===== src/sv/ffua_pkg.sv =====
// shared constants and control/status types for the first-fit unit allocator
`default_nettype none

package ffua_pkg;

    localparam int NUM_UNITS = 512;
    localparam int OWNER_W   = 8;
    localparam int IDX_W     = $clog2(NUM_UNITS);
    localparam int CNT_W     = $clog2(NUM_UNITS + 1);
    localparam int ENTRY_W   = OWNER_W + 1;

    // port field widths
    localparam int CMD_W     = 1;
    localparam int OWN_ID_W  = 8;
    localparam int REQ_W     = 10;
    localparam int START_W   = 9;

    localparam logic CMD_ALLOC = 1'b0;
    localparam logic CMD_FREE  = 1'b1;

    localparam logic ST_OK   = 1'b0;
    localparam logic ST_FAIL = 1'b1;

    typedef struct packed {
        logic clear_en;
        logic load;
        logic scan_en;
        logic fill_en;
        logic finish;
        logic fail;
    } t_dp_cmd;

    typedef struct packed {
        logic clear_done;
        logic is_free;
        logic bad_size;
        logic hit;
        logic scan_end;
        logic fill_last;
    } t_dp_sts;

endpackage

`default_nettype wire


===== src/sv/ffua_ctrl.sv =====
// controller: clearing pass, scan, fill and result handoff sequencing
`default_nettype none

module ffua_ctrl import ffua_pkg::*; (
    input  wire logic    i_clk,
    input  wire logic    i_rst_n,
    input  wire t_dp_sts i_sts,
    input  wire logic    i_in_valid,
    output logic         o_in_ready,
    output logic         o_out_valid,
    input  wire logic    i_out_ready,
    output t_dp_cmd      o_cmd
);

    typedef enum logic [5:0] {
        S_CLEAR = 6'b000001,
        S_IDLE  = 6'b000010,
        S_CHECK = 6'b000100,
        S_SCAN  = 6'b001000,
        S_FILL  = 6'b010000,
        S_DONE  = 6'b100000
    } t_state;

    t_state r_state, n_state;
    logic   r_fail, n_fail;
    logic   r_out_vld, n_out_vld;
    logic   out_free;

    always_comb begin
        n_state  = r_state;
        n_fail   = r_fail;
        out_free = !r_out_vld || i_out_ready;
        o_cmd    = '0;
        case (r_state)
            S_CLEAR: begin
                o_cmd.clear_en = 1'b1;
                if (i_sts.clear_done) begin
                    n_state = S_IDLE;
                end
            end
            S_IDLE: begin
                if (i_in_valid) begin
                    o_cmd.load = 1'b1;
                    n_state    = S_CHECK;
                end
            end
            S_CHECK: begin
                if (!i_sts.is_free && i_sts.bad_size) begin
                    n_fail  = 1'b1;
                    n_state = S_DONE;
                end else begin
                    n_state = S_SCAN;
                end
            end
            S_SCAN: begin
                o_cmd.scan_en = 1'b1;
                if (i_sts.hit) begin
                    n_state = S_FILL;
                end else if (i_sts.scan_end) begin
                    n_fail  = !i_sts.is_free;
                    n_state = S_DONE;
                end
            end
            S_FILL: begin
                o_cmd.fill_en = 1'b1;
                if (i_sts.fill_last) begin
                    n_fail  = 1'b0;
                    n_state = S_DONE;
                end
            end
            S_DONE: begin
                if (out_free) begin
                    o_cmd.finish = 1'b1;
                    o_cmd.fail   = r_fail;
                    n_state      = S_IDLE;
                end
            end
            default: begin
                n_state = S_IDLE;
            end
        endcase

        // a new result wins over the transfer of the old one
        if (o_cmd.finish) begin
            n_out_vld = 1'b1;
        end else if (i_out_ready) begin
            n_out_vld = 1'b0;
        end else begin
            n_out_vld = r_out_vld;
        end
    end

    always_ff @(posedge i_clk) begin
        if (!i_rst_n) begin
            r_state   <= S_CLEAR;
            r_fail    <= 1'b0;
            r_out_vld <= 1'b0;
        end else begin
            r_state   <= n_state;
            r_fail    <= n_fail;
            r_out_vld <= n_out_vld;
        end
    end

    assign o_in_ready  = (r_state == S_IDLE);
    assign o_out_valid = r_out_vld;

endmodule

`default_nettype wire


===== config.mk =====
export PLATFORM = sky130hd
export DESIGN_NAME = ffua_ctrl
export DESIGN_NICKNAME = d
export VERILOG_FILES = /design/src/sv/ffua_pkg.sv /design/src/sv/ffua_ctrl.sv
export SDC_FILE = /design/constraint.sdc
export NUM_CORES = 1
export LEC_CHECK = 0
export BUFFER_PORTS_ARGS = -buffer_cell sky130_fd_sc_hd__buf_2
export CAP_MARGIN = 20
export CELL_PAD_IN_SITES_DETAIL_PLACEMENT = 0
export CELL_PAD_IN_SITES_GLOBAL_PLACEMENT = 1
export CORE_MARGIN = 8
export CORE_UTILIZATION = 34
export CTS_CLUSTER_SIZE = 30
export DETAILED_ROUTE_END_ITERATION = 8
export GPL_ROUTABILITY_DRIVEN = 0
export PLACE_DENSITY_LB_ADDON = 0.1
export REMOVE_ABC_BUFFERS = 1
export SKIP_LAST_GASP = 1
export SLEW_MARGIN = 20
export SYNTH_ARGS = -nofsm -noshare
export SYNTH_HDL_FRONTEND = slang
export SYNTH_SLANG_ARGS = --single-unit
export TNS_END_PERCENT = 50

===== constraint.sdc =====
create_clock -name i_clk -period 2.3 [get_ports i_clk]
set_input_delay 0.115 -clock i_clk [delete_from_list [all_inputs] [get_ports i_clk]]
set_output_delay 0.115 -clock i_clk [all_outputs]
set_load 0.01 [all_outputs]

==> qor.txt <==
Status: finished clean
Switch share: 31.08%
Setup TNS: 0 ps
Worst-case reg-to-reg path depth: 5
Critical path's largest stage delay: 560 ps
Post-CTS Setup Bufs: 0
Initial antenna violation count: 0
CTS clk-pin slew, worst paths: 60 ps
DR iter-0 viols: 8
Vias in the first global route: 508
Drt total wl: 1.277 mm
IO buf count: 17
Nets: 88
Synth Instances: 54
Area leader, netlist: dfxtp_1
Reg2Reg Setup Slack: 220 ps
Yosys Warn Count: 0
Crit path to: r_state[4]
Via count: 485
Worst R2R Start: r_state[2]
CORE AREA: 1454 sq um
I/O pin count: 18
Kind of critical path: flip-flop to flip-flop
N_diodes: 0
CP startpoint kind: flip-flop
Dpl hpwl: 1.040 mm
Worst-Margin Slew: 532.0 ps
CP cell instances: or4_4 > or4b_4 > and3_4 > and2_4 > a2111oi_4
Final max-slew violation count: 0
Post-CTS Hold Fix Bufs: 0
Library cells used by synthesis: 32
Num rows: 14
Tightest Hold Check Type: primary input to flip-flop
Main area contributors after synthesis: dfxtp_1, a2111oi_4, nand2_1
Layout cells sized above 1: 44.74%
TritonRoute pass-1 iters: 4
Asr flop ratio synth: 0%
Sw Pwr: 130.3 uW
Crit-path max FO: 5
Global-route wire length before repair: 2.125 mm
Clk pwr share: 24.6%
Setup crit start: r_state[2]
P&R area growth vs syn: 28.22%
Post-synthesis sequential area ratio: 31.68%
Comb pwr share: 34.7%
Final worst slack: 217.0 ps
Die X: 54.56 um
Initial Util: 34.77%
All-Layer GR Usage: 9.565%
Vias/cell: 5.272
Final hold violations: 0
Wire per inst: 13.88 um
EDFF count, synth: 0
Total power: 419.3 uW
Clock skew: 5.045 ps
Sequential share of power: 40.8%
Setup violators final: 0
Pre-CTS setup slack: 221.7 ps
P_int: 289.0 uW
Commonest cells in the netlist: dfxtp_1, nand2_1, nor3b_1
Top-count cell post-synth: dfxtp_1
Crit share post-route: 90.57%
Root Buffer: clkbuf_4
Clk_lat worst skew: 240 ps
RR Endpoint: r_state[4]
Die footprint: 2977 sq um
Max Buffers Root-to-Sink: 2
Detail Route Antenna Nets: 0
FMAX: 480.1 MHz
Slowest CP cell: or4_4
Top cell type's share of synthesized area: 31.68%
Syn avg cell area: 9.361 sq um
Unrepaired setup endpoints after global routing: false
CTS tree: done
Max Cap Violations: 0
Vert. Die Dim: 54.56 um
CTS resizes: 0
Critical Path RT: 2450 ps
H-tree depth: 1
WP data arrival: 2230 ps
Final critical-path required period: 2083 ps
Slew HR: 64.46%
Drt drc: 0
Total gr overflow: 0
Largest net degree at the start of global routing: 8
Synthesized area: 505.5 sq um
Yosys reg bits: 8
Maximum VDD drop: 0.2378 mV
TritonCTS Buffers: 3
Main flop type after synthesis: dfxtp_1
Pwr dens: 646.9 nW/um^2
Static Leakage: 0.0003006 uW
CP endpoint kind: flip-flop
Clk sink count: 8
routing by layer:
layer | vias to the layer above | GRT usage (%) | routed length, um
met5 | - | 0 | 0
met4 | 0 | 6.557 | 27
met3 | 2 | 1.630 | 122
met2 | 20 | 14.31 | 552
met1 | 214 | 12.15 | 574
li1 | 249 | - | -
stage by stage:
| step | hold WS [ps] | utilization [%] | instance area [sq um] | std cells |
|---|---|---|---|---|
| floorplan | 243.2 | - | 498.0 | 53 |
| global route | 183.6 | 44.58 | 648.1 | 92 |
| global placement | 423.5 | 43.03 | 625.6 | 89 |
| detailed placement | 434.5 | 43.03 | 625.6 | 89 |
| CTS | 171.1 | 44.58 | 648.1 | 92 |
| finish | 167.8 | 44.58 | 648.1 | 92 |
registers in the layout, summed over array words and instances, names as in the netlist:
name and cells:
o_out_valid 1, r_fail 1, r_state 6
power groups by stage:
stage | logic, uW | clock network, uW | registers (uW)
global route | 158 | 116 | 173
detailed placement | 145 | 0 | 173
finish | 145 | 103 | 171
global placement | 148 | 0 | 174
CTS | 146 | 106 | 170
floorplan | 99.2 | 0 | 169
worst max-delay path: cells and delay by family, from the launching register on:
family           cells  cell delay, ps
AO/OA/AOI/OAI        1             270
flip-flops           1             330
AND/OR/NAND/NOR      4            1390
how the worst min path moves through the flow:
| stage | start | end | slack [ps] | depth (start not counted) |
|---|---|---|---|---|
| 3_3_place_gp | i_sts[4] | r_fail | 420 | 4 |
| 4_1_cts | i_rst_n | r_fail | 170 | 3 |
| 3_5_place_dp | i_rst_n | o_out_valid | 430 | 2 |
| 6_report | i_rst_n | o_out_valid | 170 | 2 |
| 5_1_grt | i_rst_n | o_out_valid | 180 | 2 |
| 2_1_floorplan | i_rst_n | o_out_valid | 240 | 1 |
layout make-up:
class	count	area, sq um
clock buffer	3	22.52
fill	163	805.8
inverter	1	3.754
multi-input combinational	44	334.1
sequential	8	160.2
tap	16	20.02
timing repair buffer	20	107.6
layout by cell type (no fill, tap or decap), types with 2 or more instances in the layout:
cell type   n
nor2_1      2
clkbuf_4    3
and2_1      2
nor4b_1     2
or2b_2      2
a21oi_1     2
buf_2      17
nand2_1     6
dfxtp_1     8
nor3b_1     3
and2b_2     2
nand3_1     2
buf_4       3
nor4_1      2
cell families (layout without fill, tap and decap cells):
logic type,count (synthesis),count (layout),synth area share [%]
buffers and inverters,2,24,2.228
multiplexers,1,1,1.980
flip-flops,8,8,31.68
AND/OR/NAND/NOR,36,36,50.50
AO/OA/AOI/OAI,7,7,13.62
No activity file was read; power rests on OpenSTA's default activity.
